--- config.mk ---
export PLATFORM = sky130hd
export DESIGN_NAME = pmc_front
export DESIGN_NICKNAME = d
export VERILOG_FILES = /design/src/hdl/pmc_pkg.sv /design/src/hdl/pmc_front.sv
export SDC_FILE = /design/constraint.sdc
export NUM_CORES = 1
export LEC_CHECK = 0
export BUFFER_PORTS_ARGS = -buffer_cell sky130_fd_sc_hd__buf_2
export CORE_AREA = 8 8 167 169
export DETAILED_ROUTE_END_ITERATION = 16
export DIE_AREA = 0 0 175 177
export PLACE_DENSITY = 0.77
export SLEW_MARGIN = 40
export SYNTH_ARGS = -nofsm -noshare
export SYNTH_HDL_FRONTEND = slang
export SYNTH_SLANG_ARGS = --single-unit
--- constraint.sdc ---
create_clock -name i_clk -period 18.45 [get_ports i_clk]
set_input_delay 0.9225 -clock i_clk [delete_from_list [all_inputs] [get_ports i_clk]]
set_output_delay 0.9225 -clock i_clk [all_outputs]
set_load 0.1 [all_outputs]
--- src/hdl/pmc_pkg.sv ---
`default_nettype none
package pmc_pkg;
    localparam int WAYS_DEF = 6;
    localparam int SET_BITS_DEF = 10;
    localparam logic [31:0] HASH_MULT = 32'h9E37_0001;
    localparam logic [4:0] COOKIE_MAX = 5'd16;
    localparam logic [3:0] IDX_BITS_RST = 4'd10;
    localparam logic [31:0] TIMEOUT_RST = 32'd3600000;
    localparam logic CFG_IDX_BITS = 1'b0;
    localparam logic CFG_TIMEOUT = 1'b1;
    localparam logic OP_QUERY = 1'b0;
    localparam logic OP_UPDATE = 1'b1;

    typedef struct packed {
        logic        op;
        logic [31:0] addr;
        logic [31:0] now;
        logic [15:0] mss;
        logic [4:0]  clen;
        logic [63:0] chi;
        logic [63:0] clo;
        logic        loss;
    } t_req;

    typedef struct packed {
        logic [31:0] tag;
        logic [31:0] stamp;
        logic [15:0] mss;
        logic [9:0]  lcnt;
        logic [31:0] lloss;
        logic [4:0]  clen;
        logic [63:0] chi;
        logic [63:0] clo;
    } t_entry;

    function automatic logic tick_before(input logic [31:0] a, input logic [31:0] b);
        logic [31:0] d;
        d = a - b;
        return d[31];
    endfunction
endpackage
`default_nettype wire

--- src/hdl/pmc_front.sv ---
`default_nettype none
// Latches a request and computes its folded, hashed set index.
module pmc_front
    import pmc_pkg::*;
#(
    parameter int SET_BITS = SET_BITS_DEF
) (
    input  wire logic                i_clk,
    input  wire logic                i_rst_n,
    input  wire logic                i_start,
    input  wire t_req                i_req,
    input  wire logic [3:0]          i_index_bits,
    input  wire logic                i_take,
    output logic                     o_valid,
    output t_req                     o_req,
    output logic [SET_BITS-1:0]      o_set
);
    logic        r_valid;
    t_req        r_req;
    logic [31:0] r_prod;
    logic [3:0]  w_b;
    logic [31:0] w_fold;
    logic [31:0] w_sh;

    assign w_fold = i_req.addr ^ (i_req.addr >> 24) ^ (i_req.addr >> 16)
                  ^ (i_req.addr >> 8);

    always_ff @(posedge i_clk) begin
        if (!i_rst_n) begin
            r_valid <= 1'b0;
        end else if (i_start && !r_valid) begin
            r_valid <= 1'b1;
        end else if (i_take) begin
            r_valid <= 1'b0;
        end
        if (i_start && !r_valid) begin
            r_req  <= i_req;
            r_prod <= w_fold * HASH_MULT;
        end
    end

    always_comb begin
        w_b = i_index_bits;
        if (w_b == 4'd0) w_b = 4'd1;
        if (32'(w_b) > SET_BITS) w_b = 4'(SET_BITS);
        w_sh = r_prod >> (6'd32 - {2'b00, w_b});
    end

    assign o_valid = r_valid;
    assign o_req   = r_req;
    assign o_set   = w_sh[SET_BITS-1:0];
endmodule
`default_nettype wire

==> impl_metrics.prom, run 1 <==
# TYPE chip_impl_metric gauge
chip_impl_info{name="crit_path_frequent_cell",value="xnor2_1"} 1
chip_impl_metric{name="worstPathMaxFanout",unit=""} 6
chip_impl_info{name="layout_commonest_cell",value="buf_2"} 1
chip_impl_metric{name="hpwlAfterDp",unit="um"} 33500
chip_impl_metric{name="cts_inserted_buffers",unit=""} 26
chip_impl_metric{name="timing.critical_path.arrival",unit="ns"} 7.51
chip_impl_info{name="ys_dominant_reg_cell",value="edfxtp_1"} 1
chip_impl_info{name="criticalPathCategory",value="in -> reg"} 1
chip_impl_metric{name="slew_viol_final",unit=""} 0
chip_impl_info{name="worstPathCellList",value="buf_2, xor2_1, xnor2_1, xnor2_1, ha_1, ha_1, or2_2, ha_1, fa_1, fa_1, inv_1, fa_1, fa_1, fa_1, inv_1, ha_1, xnor2_1, xnor2_1, xnor2_1, xnor3_1, xnor3_1, xnor2_1"} 1
chip_impl_info{name="worst_setup_path_start_kind",value="primary input"} 1
chip_impl_metric{name="max_clock_freq",unit="MHz"} 138
chip_impl_metric{name="clock_insertion_delay_worst_skew",unit="ns"} 0.53
chip_impl_info{name="rsz0062_at_grt",value="false"} 1
chip_impl_info{name="clock_tree_from_tritoncts",value="yes"} 1
chip_impl_metric{name="post_drt_wl_per_cell",unit="um"} 25.8
chip_impl_metric{name="cap_viol_max_count",unit=""} 0
chip_impl_info{name="cts_root_buf",value="clkbuf_16"} 1
chip_impl_metric{name="timing.max_slew.rel_slack",unit="%"} 46.1
chip_impl_metric{name="cp.buffers_inverters",unit=""} 3
chip_impl_info{name="min-delay-start",value="i_req[41]"} 1
chip_impl_metric{name="die_height",unit="um"} 177
chip_impl_metric{name="worstHoldPathCells",unit=""} 1
chip_impl_metric{name="grt_pass1_wl",unit="um"} 56900
chip_impl_metric{name="post_detailed_route_via_to_cell_ratio",unit=""} 5.11
chip_impl_metric{name="drt-initial-drc-count",unit=""} 717
chip_impl_metric{name="floorplan.initialDensity",unit="%"} 46.5
chip_impl_info{name="ys_top_cells_by_area",value="edfxtp_1, ha_1, fa_1"} 1
chip_impl_info{name="netlist.top_cell.by_area",value="edfxtp_1"} 1
chip_impl_metric{name="drive_gt1_share",unit="%"} 41.4
chip_impl_metric{name="yosysUniqueCellTypes",unit=""} 50
chip_impl_metric{name="yosys_warnings",unit=""} 0
chip_impl_metric{name="period_needed",unit="ns"} 7.23
chip_impl_metric{name="syn-cell-area",unit="mm2"} 0.0119
chip_impl_metric{name="place.port_buffers",unit=""} 448
chip_impl_metric{name="die_ar",unit="mm2"} 0.0310
chip_impl_metric{name="io-pin-count",unit=""} 449
chip_impl_metric{name="finalClockSkew",unit="ns"} 0.00867
chip_impl_metric{name="cts_max_level",unit=""} 1
chip_impl_metric{name="fill_cells",unit=""} 2048
chip_impl_metric{name="yosys.area.top_type_share",unit="%"} 60.6
chip_impl_metric{name="timing.reg2reg.worst_path_depth",unit=""} 4
chip_impl_metric{name="postSynthCellCount",unit=""} 756
chip_impl_metric{name="syn_to_final_growth",unit="%"} 29.6
chip_impl_metric{name="synth.yosys.seq_area_share",unit="%"} 60.7
chip_impl_metric{name="pin_count_of_the_biggest_net_entering_global_routing",unit=""} 83
chip_impl_metric{name="num-nets-final",unit=""} 1601
chip_impl_metric{name="cpPeakStageDelay",unit="ns"} 0.64
chip_impl_metric{name="max-clock-path-buffers",unit=""} 3
chip_impl_info{name="critPathCaptureType",value="register"} 1
chip_impl_metric{name="ant_nets",unit=""} 0
chip_impl_metric{name="route.final.wire_length",unit="um"} 40800
chip_impl_info{name="r2r-end",value="o_req[187]"} 1
chip_impl_metric{name="routabilityCongestion",unit=""} 0.973
chip_impl_metric{name="finalSetupViolations",unit=""} 0
chip_impl_metric{name="grt-ovfl-total",unit=""} 0
chip_impl_metric{name="core.rowCount",unit=""} 59
chip_impl_metric{name="finalCritPeriodShare",unit="%"} 39.2
chip_impl_metric{name="vias",unit=""} 8087
chip_impl_metric{name="post_cts_resized",unit=""} 0
chip_impl_metric{name="reg2reg_slack",unit="ns"} 15.33
chip_impl_metric{name="worst_setup_hold_path_clk_slew",unit="ns"} 0.06
chip_impl_metric{name="coreArea",unit="mm2"} 0.0255
chip_impl_metric{name="finalInstanceArea",unit="mm2"} 0.0154
chip_impl_metric{name="postSynthRegisterBits",unit=""} 240
chip_impl_metric{name="synth.net_count",unit=""} 1133
chip_impl_metric{name="die-width",unit="um"} 175
chip_impl_metric{name="gr-usage-all-layers",unit="%"} 25.2
chip_impl_info{name="commonest_non_fill_non_tap_cells_in_the_layout",value="buf_2, edfxtp_1, ha_1"} 1
chip_impl_metric{name="placed_area",unit="mm2"} 0.0145
chip_impl_metric{name="post_cts_hold_buffer_count",unit=""} 0
chip_impl_info{name="cp_top_family",value="adder cells"} 1
chip_impl_metric{name="detail_route.first_pass.iterations",unit=""} 5
chip_impl_metric{name="post-route-drc-count",unit=""} 0
chip_impl_info{name="worst_r2r_startpoint",value="o_valid"} 1
chip_impl_info{name="worstHoldPathType",value="in -> reg"} 1
chip_impl_metric{name="antenna_found_initial",unit=""} 11
chip_impl_metric{name="final-hold-violation-count",unit=""} 0
chip_impl_metric{name="slew_at_the_pin_closest_to_its_max_slew_limit",unit="ns"} 0.806
chip_impl_metric{name="asyncSetResetFlopFracSynth",unit="%"} 0
chip_impl_metric{name="required",unit="ns"} 18.73
chip_impl_metric{name="setup_buffers_after_cts",unit=""} 0
chip_impl_info{name="hold_end",value="o_req[41]"} 1
chip_impl_info{name="cpMaxStageDelayCell",value="xnor2_1"} 1
chip_impl_metric{name="synth.avg_cell_area",unit="um2"} 15.7
chip_impl_metric{name="tns",unit="ns"} 0
chip_impl_metric{name="synth_enable_flop_cells",unit=""} 239
chip_impl_metric{name="number_of_global_route_vias_before_repair",unit=""} 8256
chip_impl_info{name="outcome",value="completed"} 1
chip_impl_metric{name="clkSinkCount",unit=""} 240
## worst max path at each step
stage                    start    endpoint  slack, ns  depth (start not counted)
floorplan              o_valid    o_req[0]       6.36                          1
global placement    i_req[199]  r_prod[31]      10.86                         22
detailed placement  i_req[206]  r_prod[31]      10.72                         22
CTS                 i_req[206]  r_prod[31]      11.29                         22
global route        i_req[206]  r_prod[31]      10.98                         22
finish              i_req[206]  r_prod[31]      11.22                         22
## cell families after synthesis
| family | count (synthesis) | synth area share, % |
|---|---|---|
| multiplexers | 37 | 3.38 |
| AO/OA/AOI/OAI | 73 | 3.91 |
| XOR/XNOR | 78 | 6.76 |
| buffers and inverters | 109 | 3.75 |
| flip-flops | 240 | 60.7 |
| adder cells (fa/ha/maj) | 154 | 19.0 |
| AND/OR/NAND/NOR | 65 | 2.45 |
## per-layer routing
layer	up-vias	GRT usage (%)	part of all wire [%]	wire length, um
met3	71	13.4	13	5500
met5	-	0	0.20	80
met1	3965	29.1	36	14800
met4	12	8.44	2.9	1190
met2	395	39.8	47	19300
li1	3644	-	-	-
## cells in the mapped netlist (5+ instances only)
cell      instances
edfxtp_1        239
xor2_1           28
nand2_1          25
o21ai_0          17
xnor2_1          39
o21bai_1          5
a21o_1           10
a21oi_1          22
inv_1            93
mux2i_1          31
clkbuf_1          6
ha_1            110
fa_1             44
nor2_1           18
## through the flow
stage	instances	hold WS, ns	setup WS (ns)	util [%]
after global placement	1530	0.575	10.86	56.8
after detailed placement	1531	0.653	10.72	57.0
after floorplan	756	0.944	6.36	-
after global routing	1582	0.543	10.98	60.3
after CTS	1578	0.541	11.29	60.2
final	1584	0.566	11.22	60.3
## state kept, by name, summed over array words and instances, names as in the netlist
| signal | flops |
|---|---|
| o_req | 215 |
| o_valid | 1 |
| r_prod | 24 |
## cell type report
type,count,area [um2],area share (%)
clock inverter,10,121,0.790
sequential,240,7200,46.8
inverter,95,362,2.35
antenna,6,15.0,0.0977
timing repair buffer,454,2320,15.1
multi-input combinational,407,4220,27.5
tap,335,419,2.73
clock buffer,37,712,4.63
Power of run 1 is not shown: default switching activity piles up to over one toggle a cycle in this logic, so the estimate is an artifact.
==> inputs of run 2 (changes only) <==
- ABC_AREA: default -> 1
- CORE_AREA: 8 8 167 169 -> default
- CORE_MARGIN: default -> 8
- CORE_UTILIZATION: default -> 46
- DIE_AREA: 0 0 175 177 -> default
- PLACE_DENSITY: 0.77 -> 0.78
- clock period: 18.45 -> 6.4 ns (I/O delays scaled with it)
==> impl_metrics.prom, run 2 <==
# TYPE chip_impl_metric gauge
chip_impl_info{name="outcome",value="completed"} 1
chip_impl_metric{name="synth_adder_area_share",unit="%"} 18.3
chip_impl_metric{name="yosysUniqueCellTypes",unit=""} 42
chip_impl_metric{name="cts_max_level",unit=""} 1
chip_impl_metric{name="post_synth_mux_area_share",unit="%"} 0.0812
chip_impl_metric{name="clkSinkCount",unit=""} 240
chip_impl_info{name="ys_top_cells_by_area",value="edfxtp_1, ha_1, fa_1"} 1
chip_impl_metric{name="finalCritPeriodShare",unit="%"} 95.4
chip_impl_metric{name="reg2reg_slack",unit="ns"} 4.43
chip_impl_info{name="clock_tree_from_tritoncts",value="yes"} 1
chip_impl_metric{name="synth.net_count",unit=""} 1359
chip_impl_info{name="criticalPathCategory",value="in -> reg"} 1
chip_impl_metric{name="syn_to_final_growth",unit="%"} 44.0
chip_impl_metric{name="asyncSetResetFlopFracSynth",unit="%"} 0
chip_impl_metric{name="required",unit="ns"} 6.69
chip_impl_metric{name="postSynthRegisterBits",unit=""} 240
chip_impl_info{name="largest_family_of_logic_cells_by_synthesized_area",value="adder cells"} 1
chip_impl_metric{name="worstPathMaxFanout",unit=""} 3
chip_impl_info{name="critPathCaptureType",value="register"} 1
chip_impl_metric{name="die_ar",unit="mm2"} 0.0323
chip_impl_metric{name="drive_gt1_share",unit="%"} 31.1
chip_impl_info{name="commonest_non_fill_non_tap_cells_in_the_layout",value="buf_2, edfxtp_1, dlygate4sd3_1"} 1
chip_impl_metric{name="clock_insertion_delay_worst_skew",unit="ns"} 0.54
chip_impl_metric{name="grt_util_met3",unit="%"} 7.50
chip_impl_metric{name="routabilityCongestion",unit=""} 0.954
chip_impl_metric{name="ant_nets",unit=""} 0
chip_impl_metric{name="num-nets-final",unit=""} 2017
chip_impl_metric{name="vias",unit=""} 10300
chip_impl_metric{name="core.rowCount",unit=""} 60
chip_impl_info{name="ys_dominant_reg_cell",value="edfxtp_1"} 1
chip_impl_metric{name="fill_cells",unit=""} 1934
chip_impl_metric{name="holdWs",unit="ns"} 0.0226
chip_impl_metric{name="route.final.wire_length",unit="um"} 45600
chip_impl_metric{name="tns",unit="ns"} 0
chip_impl_info{name="startpoint",value="i_req[183]"} 1
chip_impl_metric{name="grt_pass1_wl",unit="um"} 66200
chip_impl_info{name="cpMaxStageDelayCell",value="fa_1"} 1
chip_impl_metric{name="share_of_the_synthesized_area_in_compound_gates_ao_oa_aoi_oai",unit="%"} 4.27
chip_impl_info{name="worstHoldPathType",value="in -> reg"} 1
chip_impl_metric{name="period_needed",unit="ns"} 6.11
chip_impl_metric{name="cp.buffers_inverters",unit=""} 6
chip_impl_metric{name="worst_setup_hold_path_clk_slew",unit="ns"} 0.06
chip_impl_metric{name="max-clock-path-buffers",unit=""} 3
chip_impl_metric{name="finalClockSkew",unit="ns"} 0.00997
chip_impl_metric{name="finalSetupViolations",unit=""} 0
chip_impl_metric{name="yosys_warnings",unit=""} 0
chip_impl_metric{name="place.port_buffers",unit=""} 448
chip_impl_info{name="synth.most_common_cell",value="edfxtp_1"} 1
chip_impl_metric{name="slew_at_the_pin_closest_to_its_max_slew_limit",unit="ns"} 0.773
chip_impl_metric{name="detail_route.first_pass.iterations",unit=""} 7
chip_impl_info{name="cts_root_buf",value="clkbuf_16"} 1
chip_impl_metric{name="antenna_found_initial",unit=""} 11
chip_impl_metric{name="synth.yosys.seq_area_share",unit="%"} 58.4
chip_impl_metric{name="coreArea",unit="mm2"} 0.0267
chip_impl_metric{name="cpPeakStageDelay",unit="ns"} 0.55
chip_impl_metric{name="syn-cell-area",unit="mm2"} 0.0123
chip_impl_info{name="netlist.top_cell.by_area",value="edfxtp_1"} 1
chip_impl_metric{name="die-width",unit="um"} 180
chip_impl_metric{name="io-pin-count",unit=""} 449
chip_impl_info{name="grt_max_usage_layer",value="met2"} 1
chip_impl_info{name="min-delay-start",value="i_req[186]"} 1
chip_impl_metric{name="timing.max_slew.rel_slack",unit="%"} 48.4
chip_impl_metric{name="floorplan.initialDensity",unit="%"} 46.2
chip_impl_metric{name="max_clock_freq",unit="MHz"} 164
chip_impl_metric{name="post-route-drc-count",unit=""} 0
chip_impl_metric{name="synth.avg_cell_area",unit="um2"} 12.5
chip_impl_metric{name="setup_buffers_after_cts",unit=""} 0
chip_impl_metric{name="hpwlAfterDp",unit="um"} 33200
chip_impl_metric{name="largest_register_ff_count",unit=""} 215
chip_impl_metric{name="cts_inserted_buffers",unit=""} 26
chip_impl_info{name="rsz0062_at_grt",value="false"} 1
chip_impl_metric{name="postSynthCellCount",unit=""} 982
chip_impl_info{name="worst_r2r_startpoint",value="o_valid"} 1
chip_impl_metric{name="post_drt_wl_per_cell",unit="um"} 22.7
chip_impl_metric{name="cap_viol_max_count",unit=""} 0
chip_impl_metric{name="drt-initial-drc-count",unit=""} 870
chip_impl_metric{name="timing.reg2reg.worst_path_depth",unit=""} 3
chip_impl_metric{name="final-hold-violation-count",unit=""} 0
chip_impl_metric{name="number_of_global_route_vias_before_repair",unit=""} 10700
chip_impl_metric{name="timing.critical_path.arrival",unit="ns"} 6.39
chip_impl_info{name="netlist_top_cells_count",value="edfxtp_1, nand2_1, inv_1"} 1
chip_impl_info{name="worst_setup_path_start_kind",value="primary input"} 1
chip_impl_metric{name="met2_grt_util",unit="%"} 45.9
chip_impl_info{name="layout_commonest_cell",value="buf_2"} 1
chip_impl_metric{name="grt-ovfl-total",unit=""} 0
chip_impl_info{name="critical_path.endpoint",value="r_prod[31]"} 1
chip_impl_metric{name="post_detailed_route_via_to_cell_ratio",unit=""} 5.15
chip_impl_metric{name="yosys.area_share.simple",unit="%"} 9.36
chip_impl_metric{name="path_depth",unit=""} 26
chip_impl_metric{name="post_cts_resized",unit=""} 0
chip_impl_metric{name="gr-usage-all-layers",unit="%"} 27.4
chip_impl_metric{name="synthXorXnorAreaFrac",unit="%"} 4.12
chip_impl_metric{name="die_height",unit="um"} 180
chip_impl_metric{name="gr-usage-met1",unit="%"} 30.5
chip_impl_info{name="r2r-end",value="o_req[200]"} 1
chip_impl_metric{name="slew_viol_final",unit=""} 0
chip_impl_metric{name="pin_count_of_the_biggest_net_entering_global_routing",unit=""} 116
chip_impl_info{name="cp_top_family",value="adder cells"} 1
chip_impl_metric{name="synth_enable_flop_cells",unit=""} 239
chip_impl_metric{name="yosys.area.top_type_share",unit="%"} 58.2
## run 2: cell types whose count changed in the layout (fill, tap and decap cells not counted), sizes merged, moves of 6 or more
cell         before  now
nand2            26  175
clkbuf           37   29
nor2             18   30
xnor2            45   24
clkinv            6   14
mux2i            31    1
nand3             4   59
inv              96  155
o211ai            1    7
buf             454  462
dlygate4sd3       0  184
o21ai            17   42
## run 2: worst min path at each step
stage,to,slack [ns],cells after the start
floorplan,o_req[0],0.42,0
global placement,o_req[157],0.50,1
detailed placement,o_req[112],0.50,1
CTS,o_req[186],0.001,1
global route,o_req[197],0.004,1
finish,o_req[186],0.02,1
## run 2: final cells by class
cell class              count  area [um2]  share of cell area, %
diodes                      5        12.5                 0.0705
clock buffers              29         662                   3.73
clock inverters            17         165                  0.931
inverters                 156         586                   3.30
multi-input cells         570        4470                   25.2
flip-flops and latches    240        7200                   40.6
well taps                 341         427                   2.41
repair buffers            646        4220                   23.8
## run 2: repair_timing
action,in CTS,in global routing
hold buffers,184,0
hold endpoints to repair,184,0
endpoints found under the setup margin,0,0
## run 2: cells by family (layout without fill, tap and decap cells)
| kind of cell | Yosys count | count (layout) |
|---|---|---|
| simple gates | 272 | 272 |
| flops | 240 | 240 |
| buf+inv | 172 | 848 |
| fa+ha+maj | 154 | 154 |
| compound gates | 88 | 88 |
| xor+xnor | 55 | 55 |
| mux | 1 | 1 |
| other cells | 0 | 5 |
## run 2: through the flow
step / util [%] / setup slack (ns) / std cells / cell area (um2)
after detailed placement: 56.5 / 0.109 / 1769 / 15100
after global routing: 66.6 / 0.0461 / 2003 / 17700
after floorplan: - / 0.481 / 982 / 12300
after CTS: 66.5 / 0.322 / 1999 / 17700
after global placement: 56.4 / 0.242 / 1768 / 15000
final: 66.6 / 0.293 / 2004 / 17700
## run 2: layer usage
metal  share of wire, %  wire, um
met1                 37     16700
met2                 48     21800
met3                8.0      3670
met4                7.4      3360
met5               0.14        64
Power of run 2 is left out for the same reason.
==> inputs of run 3 (changes only) <==
- CORE_AREA: default -> 8 8 170 172
- CORE_MARGIN: 8 -> default
- CORE_UTILIZATION: 46 -> default
- DIE_AREA: default -> 0 0 178 180
- GPL_TIMING_DRIVEN: default -> 0
- PLACE_DENSITY: 0.78 -> 0.77
- clock period: 6.4 -> 7.3 ns (I/O delays scaled with it)
==> impl_metrics.prom, run 3 (same netlist as run 2, synthesis figures left out) <==
# TYPE chip_impl_metric gauge
chip_impl_info{name="min-delay-start",value="i_req[87]"} 1
chip_impl_metric{name="route.final.wire_length",unit="um"} 43200
chip_impl_metric{name="final-hold-violation-count",unit=""} 0
chip_impl_metric{name="cap_viol_max_count",unit=""} 0
chip_impl_metric{name="post_drt_wl_per_cell",unit="um"} 22.4
chip_impl_metric{name="core.rowCount",unit=""} 60
chip_impl_info{name="worstHoldPathType",value="in -> reg"} 1
chip_impl_metric{name="drt-initial-drc-count",unit=""} 754
chip_impl_info{name="cpMaxStageDelayCell",value="xor2_1"} 1
chip_impl_metric{name="detail_route.first_pass.iterations",unit=""} 6
chip_impl_info{name="critPathCaptureType",value="register"} 1
chip_impl_metric{name="worstPathMaxFanout",unit=""} 6
chip_impl_metric{name="holdWs",unit="ns"} 0.0144
chip_impl_metric{name="io-pin-count",unit=""} 449
chip_impl_metric{name="number_of_global_route_vias_before_repair",unit=""} 10100
chip_impl_metric{name="required",unit="ns"} 7.58
chip_impl_metric{name="placedCellCount",unit=""} 1784
chip_impl_metric{name="max_clock_freq",unit="MHz"} 158
chip_impl_metric{name="vias",unit=""} 9791
chip_impl_metric{name="timing.max_slew.rel_slack",unit="%"} 54.9
chip_impl_info{name="layout_commonest_cell",value="buf_2"} 1
chip_impl_metric{name="finalCritPeriodShare",unit="%"} 86.5
chip_impl_metric{name="placement.setup.worst_slack",unit="ns"} 0.403
chip_impl_metric{name="place.port_buffers",unit=""} 448
chip_impl_metric{name="period_needed",unit="ns"} 6.31
chip_impl_metric{name="finalSetupViolations",unit=""} 0
chip_impl_metric{name="cts_inserted_buffers",unit=""} 27
chip_impl_info{name="crit_path_frequent_cell",value="nand2_1"} 1
chip_impl_metric{name="die_height",unit="um"} 180
chip_impl_metric{name="post_cts_hold_buffer_count",unit=""} 75
chip_impl_metric{name="clkSinkCount",unit=""} 240
chip_impl_metric{name="finalClockSkew",unit="ns"} 0.00898
chip_impl_metric{name="post_detailed_route_via_to_cell_ratio",unit=""} 5.09
chip_impl_metric{name="die_ar",unit="mm2"} 0.0320
chip_impl_metric{name="slew_at_the_pin_closest_to_its_max_slew_limit",unit="ns"} 0.672
chip_impl_metric{name="die-width",unit="um"} 178
chip_impl_metric{name="max-clock-path-buffers",unit=""} 3
chip_impl_metric{name="antenna_found_initial",unit=""} 11
chip_impl_info{name="startpoint",value="i_req[208]"} 1
chip_impl_metric{name="drive_gt1_share",unit="%"} 33.0
chip_impl_metric{name="largest_register_ff_count",unit=""} 215
chip_impl_metric{name="clock_insertion_delay_worst_skew",unit="ns"} 0.53
chip_impl_metric{name="post-route-drc-count",unit=""} 0
chip_impl_metric{name="cts_max_level",unit=""} 1
chip_impl_metric{name="post-route-worst-setup-slack",unit="ns"} 0.988
chip_impl_info{name="outcome",value="completed"} 1
chip_impl_metric{name="gr-usage-all-layers",unit="%"} 25.5
chip_impl_metric{name="syn_to_final_growth",unit="%"} 38.6
chip_impl_metric{name="num-nets-final",unit=""} 1940
chip_impl_metric{name="slew_viol_final",unit=""} 0
chip_impl_metric{name="routabilityCongestion",unit=""} 0.911
chip_impl_metric{name="timing.critical_path.arrival",unit="ns"} 6.59
chip_impl_metric{name="floorplan.initialDensity",unit="%"} 46.8
chip_impl_metric{name="coreArea",unit="mm2"} 0.0264
chip_impl_metric{name="hpwlAfterDp",unit="um"} 33900
chip_impl_info{name="worst_r2r_startpoint",value="o_valid"} 1
chip_impl_metric{name="pin_count_of_the_biggest_net_entering_global_routing",unit=""} 24
chip_impl_metric{name="grt-ovfl-total",unit=""} 0
chip_impl_info{name="rsz0062_at_grt",value="false"} 1
chip_impl_metric{name="cpPeakStageDelay",unit="ns"} 0.56
chip_impl_metric{name="setup_buffers_after_cts",unit=""} 0
chip_impl_metric{name="post_cts_resized",unit=""} 0
chip_impl_info{name="clock_tree_from_tritoncts",value="yes"} 1
chip_impl_metric{name="layout.cells.non_filler",unit=""} 1925
chip_impl_info{name="commonest_non_fill_non_tap_cells_in_the_layout",value="buf_2, edfxtp_1, nand2_1"} 1
chip_impl_info{name="worst_setup_path_start_kind",value="primary input"} 1
chip_impl_metric{name="tns",unit="ns"} 0
chip_impl_metric{name="worst_setup_hold_path_clk_slew",unit="ns"} 0.06
chip_impl_info{name="criticalPathCategory",value="in -> reg"} 1
chip_impl_metric{name="grt_pass1_wl",unit="um"} 60700
chip_impl_metric{name="ant_nets",unit=""} 0
chip_impl_info{name="cts_root_buf",value="clkbuf_16"} 1
run 3: final cells by class:
type | count | area (um2)
fillers | 1955 | 9270
flip-flops and latches | 240 | 7200
multi-input cells | 570 | 4460
repair buffers | 552 | 3460
clock buffers | 37 | 713
inverters | 156 | 586
well taps | 341 | 427
clock inverters | 11 | 140
plain buffers | 16 | 85.1
diodes | 2 | 5.00
run 3: stage by stage:
step	util, %	cell area [um2]
5_1_grt	64.8	17100
6_report	64.8	17100
2_1_floorplan	-	12300
3_3_place_gp	56.9	15000
3_5_place_dp	58.1	15300
4_1_cts	64.2	16900
run 3: worst paths after layout:
path	to	slack, ns	cells past startpoint
worst max-delay path	r_prod[31]	0.99	29
worst min-delay path	o_req[87]	0.01	1
worst max register to register	o_req[1]	5.19	6
worst min register to register	o_valid	0.63	3
run 3: critical path, delay by kind of cell:
family        cells  cell delay [ns]
xor+xnor          5             1.52
simple gates     10             1.12
fa+ha+maj         8             3.14
buf+inv           6             0.44
run 3: layer usage:
layer | GRT usage (%) | up-vias | wire length [um]
met4 | 12.3 | 10 | 2410
li1 | - | 4516 | -
met3 | 7.90 | 128 | 4060
met5 | 0 | - | 58
met1 | 29.0 | 4670 | 16100
met2 | 42.8 | 467 | 20600
Power of run 3 is left out for the same reason.
